==> src/msw_pkg.sv <==
// ----------------------------------------------------------------------------
// msw_pkg
// Shared constants and types for the mid/side allpass stereo widener.
// ----------------------------------------------------------------------------
package msw_pkg;

    localparam int ACC_BITS = 32;

    localparam logic [ACC_BITS-1:0] SAT_HI = 32'h7FFF_FFFF;
    localparam logic [ACC_BITS-1:0] SAT_LO = 32'h8000_0000;

    localparam logic [1:0] CFG_COUNT  = 2'd0;
    localparam logic [1:0] CFG_WIDTH  = 2'd1;
    localparam logic [1:0] CFG_OUTGN  = 2'd2;
    localparam logic [1:0] CFG_MONO   = 2'd3;

    // sequencer states, one-hot
    typedef enum logic [6:0] {
        ST_IDLE = 7'b0000001,
        ST_MUL  = 7'b0000010,
        ST_EXEC = 7'b0000100,
        ST_NEXT = 7'b0001000,
        ST_POST = 7'b0010000,
        ST_OUT  = 7'b0100000,
        ST_PREP = 7'b1000000
    } state_t;

    // saturate a wide signed value to 32 bits
    function automatic logic signed [ACC_BITS-1:0] sat32(input logic signed [63:0] v);
        logic signed [ACC_BITS-1:0] r;
        if (v > 64'sh0000_0000_7FFF_FFFF)
            r = SAT_HI;
        else if (v < -64'sh0000_0000_8000_0000)
            r = SAT_LO;
        else
            r = v[ACC_BITS-1:0];
        return r;
    endfunction

endpackage

==> src/mid_side_allpass_stereo_widener_core.sv <==
// ----------------------------------------------------------------------------
// mid_side_allpass_stereo_widener_core
// Mid/side stereo widener: allpass cascade on mid, LR low/high split,
// width and output gain, mono option, 24-bit saturation.
// ----------------------------------------------------------------------------
// Usage:
//  s_axis beats carry either a coefficient load (operation = 1) or a sample
//  pair (operation = 0). A load with an index inside the table writes one
//  table slot in the accepting cycle, makes no output beat, and the next
//  beat can follow right away. A sample pair makes one m_axis beat with
//  the left and right results. All multiplies go through one shift-add
//  multiplier that takes one multiplier bit per cycle between a load step
//  (ST_NEXT) and a finish step (ST_EXEC). A pair with N active allpass
//  sections needs 2N + 8 coefficient products, the width product and two
//  gain products (one in mono mode). After the last product the result is
//  loaded into the output register in ST_OUT, which raises m_tvalid, and the
//  block passes through ST_POST back to ST_IDLE to take the next beat.
//  s_tready is high only while no pair is in work. The result moves into an
//  output register, so a stalled receiver does not hold off the next input;
//  only a second result waits for m_tready before the block goes on.
//  Reset clears delays and coefficients and loads the register defaults
//  (count 8, width 16384, gain 8192, stereo).
// ----------------------------------------------------------------------------
module mid_side_allpass_stereo_widener_core #(
    parameter int ALLPASS_STAGES = 16,
    parameter int SAMPLE_BITS    = 24,
    parameter int COEF_BITS      = 24
) (
    input  logic                           clk,
    input  logic                           rst_n,
    input  logic                           s_tvalid,
    output logic                           s_tready,
    // left_sample, right_sample, coef_index(5), coef_value, zero fill
    input  logic [((2*SAMPLE_BITS+5+COEF_BITS+7)/8)*8-1:0] s_tdata,
    // operation
    input  logic                           s_tuser,
    output logic                           m_tvalid,
    input  logic                           m_tready,
    // left_out, right_out
    output logic [((2*SAMPLE_BITS+7)/8)*8-1:0] m_tdata,
    input  logic                           cfg_we,
    input  logic [1:0]                     cfg_index,
    input  logic [15:0]                    cfg_data
);
    import msw_pkg::*;

    localparam int FRAC     = COEF_BITS - 3;
    localparam int DEPTH    = ALLPASS_STAGES + 6;
    localparam int IDX_W    = $clog2(DEPTH);
    localparam int SLOT_LP  = ALLPASS_STAGES;
    localparam int SLOT_HP  = ALLPASS_STAGES + 3;
    localparam int MP_W     = (COEF_BITS > 17) ? COEF_BITS : 17;
    localparam int MCNT_W   = $clog2(MP_W + 1);
    localparam int STEP_W   = 5;
    localparam int STG_W    = $clog2(ALLPASS_STAGES + 1);
    localparam int AP_W     = (ALLPASS_STAGES > 1) ? $clog2(ALLPASS_STAGES) : 1;
    localparam int IN_W     = ((2*SAMPLE_BITS+5+COEF_BITS+7)/8)*8;
    localparam int OUT_W    = ((2*SAMPLE_BITS+7)/8)*8;
    localparam int SL_W     = 36;
    localparam int MC_W     = 38;
    localparam int PROD_W   = MC_W + MP_W;

    // micro steps
    localparam logic [STEP_W-1:0] S_AP_Y   = 5'd0;
    localparam logic [STEP_W-1:0] S_AP_D   = 5'd1;
    localparam logic [STEP_W-1:0] S_LR_A0  = 5'd2;
    localparam logic [STEP_W-1:0] S_LR_A1  = 5'd3;
    localparam logic [STEP_W-1:0] S_LR_B1  = 5'd4;
    localparam logic [STEP_W-1:0] S_LR_B2  = 5'd5;
    localparam logic [STEP_W-1:0] S_WIDTH  = 5'd6;
    localparam logic [STEP_W-1:0] S_GL     = 5'd7;
    localparam logic [STEP_W-1:0] S_GR     = 5'd8;

    // ---------------- registers ----------------
    logic [4:0]  count_reg;
    logic [15:0] width_reg;
    logic [14:0] outgn_reg;
    logic        mono_reg;

    logic signed [COEF_BITS-1:0] coef_reg  [DEPTH];
    logic signed [31:0]          apd_reg   [ALLPASS_STAGES];
    logic signed [31:0]          lpd_reg   [2];
    logic signed [31:0]          hpd_reg   [2];

    state_t                      state_reg;
    logic [STEP_W-1:0]           step_reg;
    logic [AP_W-1:0]             stg_reg;
    logic                        hp_reg;   // 0 lowpass, 1 highpass section
    logic signed [31:0]          x_reg;    // current chain value
    logic signed [31:0]          y_reg;
    logic signed [39:0]          t_reg;    // a0*x product
    logic signed [39:0]          u_reg;    // a1*x product, sign applied
    logic signed [SAMPLE_BITS:0] mid_reg;
    logic signed [SAMPLE_BITS:0] side_reg;
    logic signed [SL_W-1:0]      sl_reg;
    logic signed [SL_W-1:0]      sr_reg;
    logic signed [SAMPLE_BITS-1:0] ol_reg;
    logic signed [SAMPLE_BITS-1:0] or_reg;
    logic [2*SAMPLE_BITS-1:0]    out_reg;
    logic                        mval_reg;

    // serial multiplier: multiplicand fixed, multiplier shifted one bit a cycle
    logic signed [PROD_W-1:0]    acc_reg;
    logic signed [MC_W-1:0]      mcand_reg;
    logic [MP_W-1:0]             mplier_reg;
    logic                        mfirst_reg;
    logic [MCNT_W-1:0]           mcnt_reg;
    logic [4:0]                  shift_reg;

    logic [STG_W-1:0] n_eff;
    assign n_eff = (32'(count_reg) > 32'(ALLPASS_STAGES)) ? STG_W'(ALLPASS_STAGES)
                                                          : STG_W'(count_reg);

    wire logic                   s_op   = s_tuser;
    wire logic [SAMPLE_BITS-1:0] s_l    = s_tdata[SAMPLE_BITS-1:0];
    wire logic [SAMPLE_BITS-1:0] s_r    = s_tdata[2*SAMPLE_BITS-1:SAMPLE_BITS];
    wire logic [4:0]             s_idx  = s_tdata[2*SAMPLE_BITS+4:2*SAMPLE_BITS];
    wire logic [COEF_BITS-1:0]   s_cv   = s_tdata[2*SAMPLE_BITS+5+COEF_BITS-1:2*SAMPLE_BITS+5];

    assign s_tready = (state_reg == ST_IDLE);
    assign m_tvalid = mval_reg;
    assign m_tdata  = OUT_W'(out_reg);

    logic [IDX_W-1:0] base;
    assign base = hp_reg ? IDX_W'(SLOT_HP) : IDX_W'(SLOT_LP);

    // rounded product: floor((acc + half) >> sh), computed combinationally
    logic signed [PROD_W:0] rnd_sum;
    logic signed [63:0]     prod_r;
    always_comb
    begin
        rnd_sum = {acc_reg[PROD_W-1], acc_reg} + ((PROD_W+1)'(1) << (shift_reg - 5'd1));
        prod_r  = 64'(rnd_sum >>> shift_reg);
    end

    // multiplier operands for each step; multiplier is left aligned
    logic signed [MC_W-1:0] op_x;
    logic [MP_W-1:0]        op_c;
    logic [4:0]             op_sh;
    logic [MCNT_W-1:0]      op_n;
    logic [IDX_W-1:0]       stg_idx;
    assign stg_idx = IDX_W'(stg_reg);
    always_comb
    begin
        op_x  = MC_W'(x_reg);
        op_c  = MP_W'(coef_reg[stg_idx]) << (MP_W - COEF_BITS);
        op_sh = 5'(FRAC);
        op_n  = MCNT_W'(COEF_BITS);
        case (step_reg)
            S_AP_Y:  begin op_x = MC_W'(x_reg);
                           op_c = MP_W'(coef_reg[stg_idx]) << (MP_W - COEF_BITS); end
            S_AP_D:  begin op_x = MC_W'(y_reg);
                           op_c = MP_W'(coef_reg[stg_idx]) << (MP_W - COEF_BITS); end
            S_LR_A0: begin op_x = MC_W'(x_reg);
                           op_c = MP_W'(coef_reg[base]) << (MP_W - COEF_BITS); end
            S_LR_A1: begin op_x = MC_W'(x_reg);
                           op_c = MP_W'(coef_reg[base]) << (MP_W - COEF_BITS);
                           op_sh = 5'(FRAC-1); end
            S_LR_B1: begin op_x = MC_W'(y_reg);
                           op_c = MP_W'(coef_reg[base+IDX_W'(1)]) << (MP_W - COEF_BITS); end
            S_LR_B2: begin op_x = MC_W'(y_reg);
                           op_c = MP_W'(coef_reg[base+IDX_W'(2)]) << (MP_W - COEF_BITS); end
            // highpass output is negated before the width gain, unsaturated
            S_WIDTH: begin op_x = -MC_W'(y_reg);
                           op_c = MP_W'(width_reg) << (MP_W - 17);
                           op_sh = 5'd15; op_n = MCNT_W'(17); end
            S_GL:    begin op_x = mono_reg ? MC_W'(sl_reg) + MC_W'(sr_reg) : MC_W'(sl_reg);
                           op_c = MP_W'(outgn_reg) << (MP_W - 16);
                           op_sh = mono_reg ? 5'd15 : 5'd14; op_n = MCNT_W'(16); end
            S_GR:    begin op_x = MC_W'(sr_reg);
                           op_c = MP_W'(outgn_reg) << (MP_W - 16);
                           op_sh = 5'd14; op_n = MCNT_W'(16); end
            default: ;
        endcase
    end

    function automatic logic signed [SAMPLE_BITS-1:0] sat_out(input logic signed [63:0] v);
        logic signed [63:0] hi;
        hi = (64'sd1 <<< (SAMPLE_BITS-1)) - 64'sd1;
        if (v > hi)
            return hi[SAMPLE_BITS-1:0];
        else if (v < -hi - 64'sd1)
            return ~hi[SAMPLE_BITS-1:0];
        return v[SAMPLE_BITS-1:0];
    endfunction

    logic signed [63:0] px;
    assign px = 64'(x_reg);

    always_ff @(posedge clk or negedge rst_n)
    begin
        if (!rst_n)
        begin
            count_reg <= 5'd8;
            width_reg <= 16'd16384;
            outgn_reg <= 15'd8192;
            mono_reg  <= 1'b0;
            for (int i = 0; i < DEPTH; i++) coef_reg[i] <= '0;
            for (int i = 0; i < ALLPASS_STAGES; i++) apd_reg[i] <= '0;
            lpd_reg[0] <= '0; lpd_reg[1] <= '0;
            hpd_reg[0] <= '0; hpd_reg[1] <= '0;
            state_reg <= ST_IDLE;
            step_reg  <= S_AP_Y;
            stg_reg   <= '0;
            hp_reg    <= 1'b0;
            mval_reg  <= 1'b0;
            out_reg   <= '0;
            mcnt_reg  <= '0;
            mfirst_reg <= 1'b0;
        end
        else
        begin
            if (cfg_we)
            begin
                case (cfg_index)
                    CFG_COUNT: count_reg <= cfg_data[4:0];
                    CFG_WIDTH: width_reg <= cfg_data;
                    CFG_OUTGN: outgn_reg <= cfg_data[14:0];
                    CFG_MONO:  mono_reg  <= cfg_data[0];
                    default: ;
                endcase
            end
            if (state_reg == ST_OUT && (!mval_reg || m_tready))
                mval_reg <= 1'b1;
            else if (m_tready)
                mval_reg <= 1'b0;
            case (state_reg)
                ST_IDLE:
                    if (s_tvalid && s_tready)
                    begin
                        if (s_op)
                        begin
                            if (32'(s_idx) < 32'(DEPTH))
                                coef_reg[IDX_W'(s_idx)] <= s_cv;
                        end
                        else
                        begin
                            mid_reg  <= $signed({s_l[SAMPLE_BITS-1], s_l})
                                      + $signed({s_r[SAMPLE_BITS-1], s_r});
                            side_reg <= $signed({s_l[SAMPLE_BITS-1], s_l})
                                      - $signed({s_r[SAMPLE_BITS-1], s_r});
                            state_reg <= ST_PREP;
                        end
                    end
                ST_PREP:
                begin
                    x_reg   <= sat32(64'(mid_reg));
                    stg_reg <= '0;
                    hp_reg  <= 1'b0;
                    step_reg <= (n_eff == '0) ? S_LR_A0 : S_AP_Y;
                    state_reg <= ST_NEXT;
                end
                ST_NEXT:
                begin
                    // load the multiplier for the current step
                    acc_reg    <= '0;
                    mcand_reg  <= op_x;
                    mplier_reg <= op_c;
                    mfirst_reg <= 1'b1;
                    mcnt_reg   <= op_n;
                    shift_reg  <= op_sh;
                    state_reg  <= ST_MUL;
                end
                ST_MUL:
                begin
                    // one multiplier bit per cycle, msb first; the first bit has sign weight
                    if (mplier_reg[MP_W-1])
                    begin
                        if (mfirst_reg)
                            acc_reg <= (acc_reg <<< 1) - PROD_W'(mcand_reg);
                        else
                            acc_reg <= (acc_reg <<< 1) + PROD_W'(mcand_reg);
                    end
                    else
                        acc_reg <= acc_reg <<< 1;
                    mplier_reg <= mplier_reg << 1;
                    mfirst_reg <= 1'b0;
                    mcnt_reg   <= mcnt_reg - MCNT_W'(1);
                    if (mcnt_reg == MCNT_W'(1))
                        state_reg <= ST_EXEC;
                end
                ST_EXEC:
                begin
                    case (step_reg)
                        S_AP_Y:
                        begin
                            y_reg <= sat32(prod_r + 64'(apd_reg[stg_reg]));
                            step_reg <= S_AP_D;
                            state_reg <= ST_NEXT;
                        end
                        S_AP_D:
                        begin
                            apd_reg[stg_reg] <= sat32(px - prod_r);
                            x_reg <= y_reg;
                            if (STG_W'(stg_reg) + STG_W'(1) == n_eff)
                                step_reg <= S_LR_A0;
                            else
                                step_reg <= S_AP_Y;
                            stg_reg <= stg_reg + AP_W'(1);
                            state_reg <= ST_NEXT;
                        end
                        S_LR_A0:
                        begin
                            t_reg <= 40'(prod_r);
                            y_reg <= sat32(prod_r + 64'(hp_reg ? hpd_reg[0] : lpd_reg[0]));
                            step_reg <= S_LR_A1;
                            state_reg <= ST_NEXT;
                        end
                        S_LR_A1:
                        begin
                            u_reg <= 40'(hp_reg ? -prod_r : prod_r);
                            step_reg <= S_LR_B1;
                            state_reg <= ST_NEXT;
                        end
                        S_LR_B1:
                        begin
                            // delay 1 still holds its old value here
                            if (hp_reg)
                                hpd_reg[0] <= sat32(64'(u_reg) - prod_r + 64'(hpd_reg[1]));
                            else
                                lpd_reg[0] <= sat32(64'(u_reg) - prod_r + 64'(lpd_reg[1]));
                            step_reg <= S_LR_B2;
                            state_reg <= ST_NEXT;
                        end
                        S_LR_B2:
                        begin
                            if (hp_reg)
                            begin
                                hpd_reg[1] <= sat32(64'(t_reg) - prod_r);
                                step_reg <= S_WIDTH;
                            end
                            else
                            begin
                                lpd_reg[1] <= sat32(64'(t_reg) - prod_r);
                                x_reg  <= y_reg;
                                hp_reg <= 1'b1;
                                step_reg <= S_LR_A0;
                            end
                            state_reg <= ST_NEXT;
                        end
                        S_WIDTH:
                        begin
                            sl_reg <= SL_W'(64'(mid_reg) + 64'(side_reg) + prod_r);
                            sr_reg <= SL_W'(64'(mid_reg) - 64'(side_reg) - prod_r);
                            step_reg <= S_GL;
                            state_reg <= ST_NEXT;
                        end
                        S_GL:
                        begin
                            ol_reg <= sat_out(prod_r);
                            if (mono_reg)
                            begin
                                or_reg <= sat_out(prod_r);
                                state_reg <= ST_OUT;
                            end
                            else
                            begin
                                step_reg <= S_GR;
                                state_reg <= ST_NEXT;
                            end
                        end
                        S_GR:
                        begin
                            or_reg <= sat_out(prod_r);
                            state_reg <= ST_OUT;
                        end
                        default: state_reg <= ST_IDLE;
                    endcase
                end
                ST_OUT:
                    // wait here only while an earlier beat is still held
                    if (!mval_reg || m_tready)
                    begin
                        out_reg   <= {or_reg, ol_reg};
                        state_reg <= ST_POST;
                    end
                ST_POST:
                    state_reg <= ST_IDLE;
                default: state_reg <= ST_IDLE;
            endcase
        end
    end

    // unused input bits above the packed fields
    logic unused_bits;
    assign unused_bits = ^s_tdata[IN_W-1:2*SAMPLE_BITS+5+COEF_BITS] ^ (^s_tdata);

endmodule
==> config.mk <==
export PLATFORM = sky130hd
export DESIGN_NAME = mid_side_allpass_stereo_widener_core
export DESIGN_NICKNAME = d
export VERILOG_FILES = /design/src/msw_pkg.sv /design/src/mid_side_allpass_stereo_widener_core.sv
export SDC_FILE = /design/constraint.sdc
export NUM_CORES = 2
export LEC_CHECK = 0
export BUFFER_PORTS_ARGS = -buffer_cell sky130_fd_sc_hd__buf_2
export CAP_MARGIN = 5
export CORE_MARGIN = 5
export CORE_UTILIZATION = 25
export CTS_CLUSTER_DIAMETER = 80
export DETAILED_ROUTE_END_ITERATION = 10
export MAX_ROUTING_LAYER = met4
export PLACE_DENSITY = 0.35
export SYNTH_ARGS = -nofsm -noshare
export SYNTH_HDL_FRONTEND = slang
export SYNTH_SLANG_ARGS = --single-unit
export TNS_END_PERCENT = 30
==> constraint.sdc <==
create_clock -name clk -period 29.8 [get_ports clk]
set_clock_uncertainty 0.05 [all_clocks]
set_input_delay 5.96 -clock clk [delete_from_list [all_inputs] [get_ports clk]]
set_output_delay 5.96 -clock clk [all_outputs]
set_load 0.005 [all_outputs]
## Yosys cells after proc, flatten, opt, wreduce, memory -nomap -nowiden

Cells that the tools add are included.

- Memory bits (read-only): 0
- Memories: 0
- Memory bits (writable): 0
- Output and inout bits: 50
- Latch bits: 0
- Bits in registers: 1720
- Word-level logic and storage cells: 294
- Bits of input ports: 104

- Multiply operators: 0
- Muxes and demuxes: 92
- $add $sub $neg: 25
- Shift-type cells: 2
- Magnitude comparators: 26
- Reductions and logical operators: 43
- Bitwise logic cells: 8
- Divide/modulo/power cells: 0
- Equality and inequality tests: 30

Operators by type and width:

| operator | count |
|---|---|
| 32-bit two-way mux | 20 |
| 528-bit bitwise mux | 1 |
| 512-bit bitwise mux | 1 |
| 24-bit binary-select mux with 5-bit select | 4 |
| 64-bit by 32-bit greater-than comparator with 1-bit output, second input constant | 6 |
| 64-bit by 32-bit < comparator with 1-bit output, second input constant | 6 |
| 24-bit two-way mux | 15 |
| 64-bit by 32-bit adder with 64-bit output | 3 |
| 32-bit one-hot mux with 2 select lines | 3 |
| 38-bit one-hot mux with 4 select lines | 1 |
| 32-bit binary-select mux with 4-bit select | 1 |
| 32-bit demux with 4-bit select | 1 |
| 40-bit by 64-bit subtractor with 64-bit output | 2 |
| 62-bit two-way mux | 2 |
| 62-bit one-hot mux with 2 select lines | 1 |
| 24-bit demux with 5-bit select | 1 |
| 24-bit one-hot mux with 5 select lines | 1 |
| 24-bit one-hot mux with 2 select lines | 2 |
| 64-bit adder | 1 |
| 64-bit by 24-bit greater-than comparator with 1-bit output, second input constant | 1 |
| 64-bit by 24-bit < comparator with 1-bit output, second input constant | 1 |
| 64-bit two-way mux | 1 |
| 63-bit by 5-bit >>> shifter with 64-bit output | 1 |
| 32-bit by 64-bit subtractor with 64-bit output | 1 |
| 75 further kinds | 149 |

## Logic depth before layout (Yosys ltp)

- Word-level depth: 13
- Mapped depth: 65
- Mapped depth without buffers: 58

## Worst setup path before layout

OpenSTA, ideal clock, no wires.

- Path kind: register to register
- Start: reg shift_reg[4]
- End: reg lpd_reg[52] (netlist name)
- Arrival: 12952 ps
- Slack: 16678 ps
- Library setup time: 121 ps
- Data required time: 29629 ps
- Buffers on the path: 8
- Period minus slack after synthesis: 13122 ps
- Cell stages (with the launch flop): 57
- Cells stage by stage: edfxtp_1 -> clkbuf_1 -> clkbuf_1 -> buf_1 -> clkbuf_1 -> clkbuf_1 -> clkbuf_1 -> nor2_1 -> ha_1 -> o21ai_0 -> nor4_1 -> o21a_1 -> nor3_1 -> xnor2_1 -> nand2_1 -> nand2_1 -> nor2_1 -> a31oi_1 -> (+21 left out) -> o21ai_1 -> a21oi_1 -> o21ai_0 -> o21a_1 -> o21ai_0 -> a211oi_1 -> nor2_1 -> or4_1 -> nor4b_1 -> nand4_1 -> or4b_1 -> nor4_1 -> nand3_1 -> o41a_1 -> nor2_1 -> buf_4 -> buf_6 -> a21oi_1

- Cells in the longest elaborated chain, start to end: 9
- Elaborated cells between the ends (all ways): 10
- Those cells by class: add/sub (4); order compare (2); shift (2); mux (2)

Ends and longest elaborated chain:

| element | line | RTL |
|---|---|---|
| from (decl) | mid_side_allpass_stereo_widener_core.sv:108 | `logic [4:0] shift_reg;` |
| from (signal assigned) | mid_side_allpass_stereo_widener_core.sv:261 | `shift_reg <= op_sh;` |
| 5-bit by 1-bit subtractor with 5-bit output | mid_side_allpass_stereo_widener_core.sv:132 | `rnd_sum = {acc_reg[PROD_W-1], acc_reg} + ((PROD_W+1)'(1) << (shift_reg - 5'd1));` |
| 1-bit by 5-bit << shifter with 63-bit output | mid_side_allpass_stereo_widener_core.sv:132 |  |
| 63-bit adder | mid_side_allpass_stereo_widener_core.sv:132 |  |
| 63-bit by 5-bit >>> shifter with 64-bit output * | mid_side_allpass_stereo_widener_core.sv:133 | `prod_r = 64'(rnd_sum >>> shift_reg);` |
| net prod_r[1] | mid_side_allpass_stereo_widener_core.sv:129 | `logic signed [63:0] prod_r;` |
| 40-bit by 64-bit subtractor with 64-bit output * | mid_side_allpass_stereo_widener_core.sv:321 | `lpd_reg[0] <= sat32(64'(u_reg) - prod_r + 64'(lpd_reg[1]));` |
| 64-bit by 32-bit adder with 64-bit output * | mid_side_allpass_stereo_widener_core.sv:321 |  |
| 64-bit by 32-bit < comparator with 1-bit output | msw_pkg.sv:33 | `else if (v < -64'sh0000_0000_8000_0000)` |
| 32-bit two-way mux | msw_pkg.sv:33 |  |
| 32-bit two-way mux * | msw_pkg.sv:31 | `if (v > 64'sh0000_0000_7FFF_FFFF)` |
| to (decl) | mid_side_allpass_stereo_widener_core.sv:82 | `logic signed [31:0] lpd_reg [2];` |

The timed path passes the listed nets; every way through them passes the cells marked *.
A chain may end at the register's enable or synchronous reset.

## Worst setup path after layout

- Start: reg shift_reg[4]
- End: reg lpd_reg[62] (netlist name)

Same word-level chain as after synthesis.

==> metrics.md <==
| Metric | Value |
|---|---|
| Max Cap Viol | `0` |
| Final Wtd Congestion | `0.9182` |
| Synth top cells by count | `dfrtp_1, mux2_2, a21oi_1` |
| WL final | `between 400 and 500 mm` |
| Area occupied by multi-input gates | `70230 um2` |
| Post-CTS Setup Bufs | `0` |
| Mapped Avg Cell Area | `10.21 um2` |
| Total CTS buffers | `221` |
| Distinct cells, synth | `121` |
| Final min period | `around 16000 ps` |
| Static leakage | `between 50 and 60 nW` |
| Clock-pin transition on the worst setup and hold timing paths | `about 60 ps` |
| Top Ports | `~150` |
| Largest net degree at the start of global routing | `164` |
| Buffers on Ports | `150` |
| Synth Flop Type | `dfrtp_1` |
| Tcrit/Tclk final | `between 50% and 60%` |
| Core area | `475500 um2` |
| Synth Area in Adders | `just under 9%` |
| Critical Path RT | `about 31000 ps` |
| Total Routing Usage GR | `a little under a fifth` |
| Simple-gate share of the synthesized area | `between 10% and 20%` |
| Die ar. | `slightly below 500000 um2` |
| Seq/Total Area, Yosys | `around 38%` |
| Htree depth | `4` |
| CTS root buffer | `clkbuf_16` |
| Die Span X | `between 700 and 800 um` |
| Synth area leader | `dfrtp_1` |
| Final ANT Viol Nets | `0` |
| Reg2Reg Setup Slack | `13600 ps` |
| DPL Wire Length | `between 300 and 400 mm` |
| Final Instance Area | `135600 um2` |
| FF/Latch Area | `between 40000 and 50000 um2` |
| Setup tns final | `0 ps` |
| Share of the synthesized area in the top cell type | `26.66%` |
| Slew @ Worst Pin | `1181 ps` |
| Post-synth EDFFs | `440` |
| Arr. time, crit path | `between 15000 and 20000 ps` |
| Initial antenna violation count | `48` |
| Vias in the first global route | `between 90000 and 100k` |
| Clk_lat worst skew | `950 ps` |
| Post-synthesis compound-gate area fraction | `between 15 and 20%` |
| Final setup fails | `0` |
| Outcome | `completed` |
| RSZ-0062 raised after global routing | `no` |
| Fin Hold WS | `387.3 ps` |
| Most used cell, CP | `nor2_1` |
| Area Overhead vs Synth | `13.55%` |
| Largest stage delay on the critical path | `between 800 and 900 ps` |
| Clock Path Buffers | `4` |
| Hold_buf cts | `0` |
| Mux contribution to synthesized area | `16.95%` |
| Filler instances | `between 40000 and 50000` |
| Post-cts gate resize count | `0` |
| Top post-synthesis cells by area | `dfrtp_1, edfxtp_1, mux2_2, ha_1, mux4_2` |
| Mapped Cells | `roughly 12000` |
| Synth Register Bits | `~1700` |
| Max VDD drop | `approximately 0.053 mV` |
| DR pass1 iterations | `9` |
| Initial Utilization | `roughly 25%` |
| Syn Std Cell Area | `between 100000 and 150000 um2` |
| DRC | `0` |
| CP Launch Type | `flop` |
| Via count | `93605` |
| Core Rows | `~250` |
| CP max FO | `63` |
| Vias/cell | `just over 5` |
| Clock Sink Count | `roughly 1700` |
| Drt wl/cell | `25.33 um` |
| Total grt overflow | `0` |
| Critical path's slowest cell | `edfxtp_1` |
| Placed Area | `between 100000 and 150000 um2` |
| Share of cells above drive strength 1 | `19.97%` |
| Fin nets | `12594` |
| Max Slew Vio Count | `0` |
| First-pass GRT wire length | `about 670 mm` |
| Async SR Flop Fraction | `between 70 and 80%` |
| Main combinational cell family by area after synthesis | `multiplexers` |
| Fin. Hold Viols | `0` |
| Number of flip-flops under the largest register name | `about 530` |
| Max-Slew Margin vs Limit | `a little over a fifth` |
| Setup crit end kind | `flop` |
| Hold Path Class | `flop to flop` |
| CTS tree | `built` |
| Synth warnings | `0` |
| Peak Freq | `between 60 and 70 MHz` |
| Most numerous cell in the Yosys netlist | `dfrtp_1` |
| P per Cell Area | `43.21 nW/um2` |
| Die height | `roughly 700 um` |
| XOR/XNOR Fraction of Synth Area | `4.966%` |
| DR iter-0 viols | `6969` |
| Crit Path Category | `flop to flop` |
==> worst max-delay path, delay by kind of cell (launching register included) <==
family	cells	cell delay (ps)
AOI/OAI and AO/OA	23	6110
DFF	1	820
buffers and inverters	4	1900
and+or+nand+nor	20	4940
adders and majority gates	4	1760
xor gates and xnor gates	2	410
==> through the flow <==
step	utilization [%]	instances	setup slack (ps)	power, mW
3_3_place_gp	26.93	17861	13530	3.125
5_1_grt	28.51	18287	12600	6.109
2_1_floorplan	-	11716	16680	2.932
4_1_cts	28.50	18268	13490	5.965
6_report	28.51	18291	13600	5.857
3_5_place_dp	26.93	17861	13550	3.139
==> metal layers <==
| metal | GRT usage [%] | share of wire, % |
|---|---|---|
| met5 | - | 0 |
| met4 | 5.019 | 3.0 |
| met3 | 2.163 | 3.8 |
| met2 | 31.00 | 48 |
| met1 | 24.52 | 45 |
==> placed cells by master (no fill, tap or decap), drive strengths merged, types with 46 or more instances in the layout <==
cell type / n
dfrtp: 1272
mux2: 1109
a21oi: 862
nor2: 833
nand2: 801
ha: 709
inv: 577
o21ai: 531
xnor2: 470
edfxtp: 440
buf: 381
clkbuf: 311
a21o: 285
mux4: 283
nand3: 231
xor2: 206
nor3: 206
mux2i: 137
o21bai: 127
a211oi: 126
or3: 115
nand4: 108
nand2b: 108
and3: 108
a31oi: 103
o21a: 96
nor2b: 92
o211ai: 92
nor4: 73
fa: 72
o31ai: 72
and2: 69
clkinv: 60
a221o: 50
a21boi: 46
or2: 46
==> where the power goes <==
group | internal, mW | total, mW | leakage (nW) | switching, mW
Clock | 1.63 | 2.77 | 3.67 | 1.13
Sequential | 2.50 | 2.55 | 21.5 | 0.0525
Combinational | 0.221 | 0.536 | 33.6 | 0.315
Total | 4.36 | 5.86 | 58.8 | 1.50
==> area by class of cell <==
cell class / instances / area share, %
Antenna cell: 23 / 0.04246
Clock buffer: 311 / 4.678
Clock inverter: 96 / 0.8280
Inverter: 565 / 1.565
Multi-Input combinational cell: 8824 / 51.81
Sequential cell: 1716 / 33.32
Tap cell: 6375 / 5.884
Timing Repair Buffer: 381 / 1.872
==> path summary, 6_finish.rpt <==
| check | startpoint | endpoint | cells after the start |
|---|---|---|---|
| min | or_reg[13]$_DFFE_PP_ | m_tdata[37]$_DFFE_PN0P_ | 2 |
| max reg2reg | shift_reg[4]$_SDFFCE_PN1P_ | lpd_reg[62]$_DFFE_PN0P_ | 53 |
| max | shift_reg[4]$_SDFFCE_PN1P_ | lpd_reg[62]$_DFFE_PN0P_ | 53 |
| min reg2reg | or_reg[13]$_DFFE_PP_ | m_tdata[37]$_DFFE_PN0P_ | 2 |
| max in group asynchronous | rst_n | m_tdata[46]$_DFFE_PN0P_ | 9 |
| min in group asynchronous | rst_n | coef_reg[244]$_DFFE_PN0P_ | 1 |
==> cell families (layout without fill, tap and decap cells) <==
logic type,count (synthesis),count (layout)
DFF,1716,1716
xor gates and xnor gates,676,676
muxes,1529,1529
buffers and inverters,1176,1353
AOI/OAI and AO/OA,2855,2855
and+or+nand+nor,2934,2934
adders and majority gates,807,807
other,1,46
Note: power is estimated with default switching activity, not from simulation.
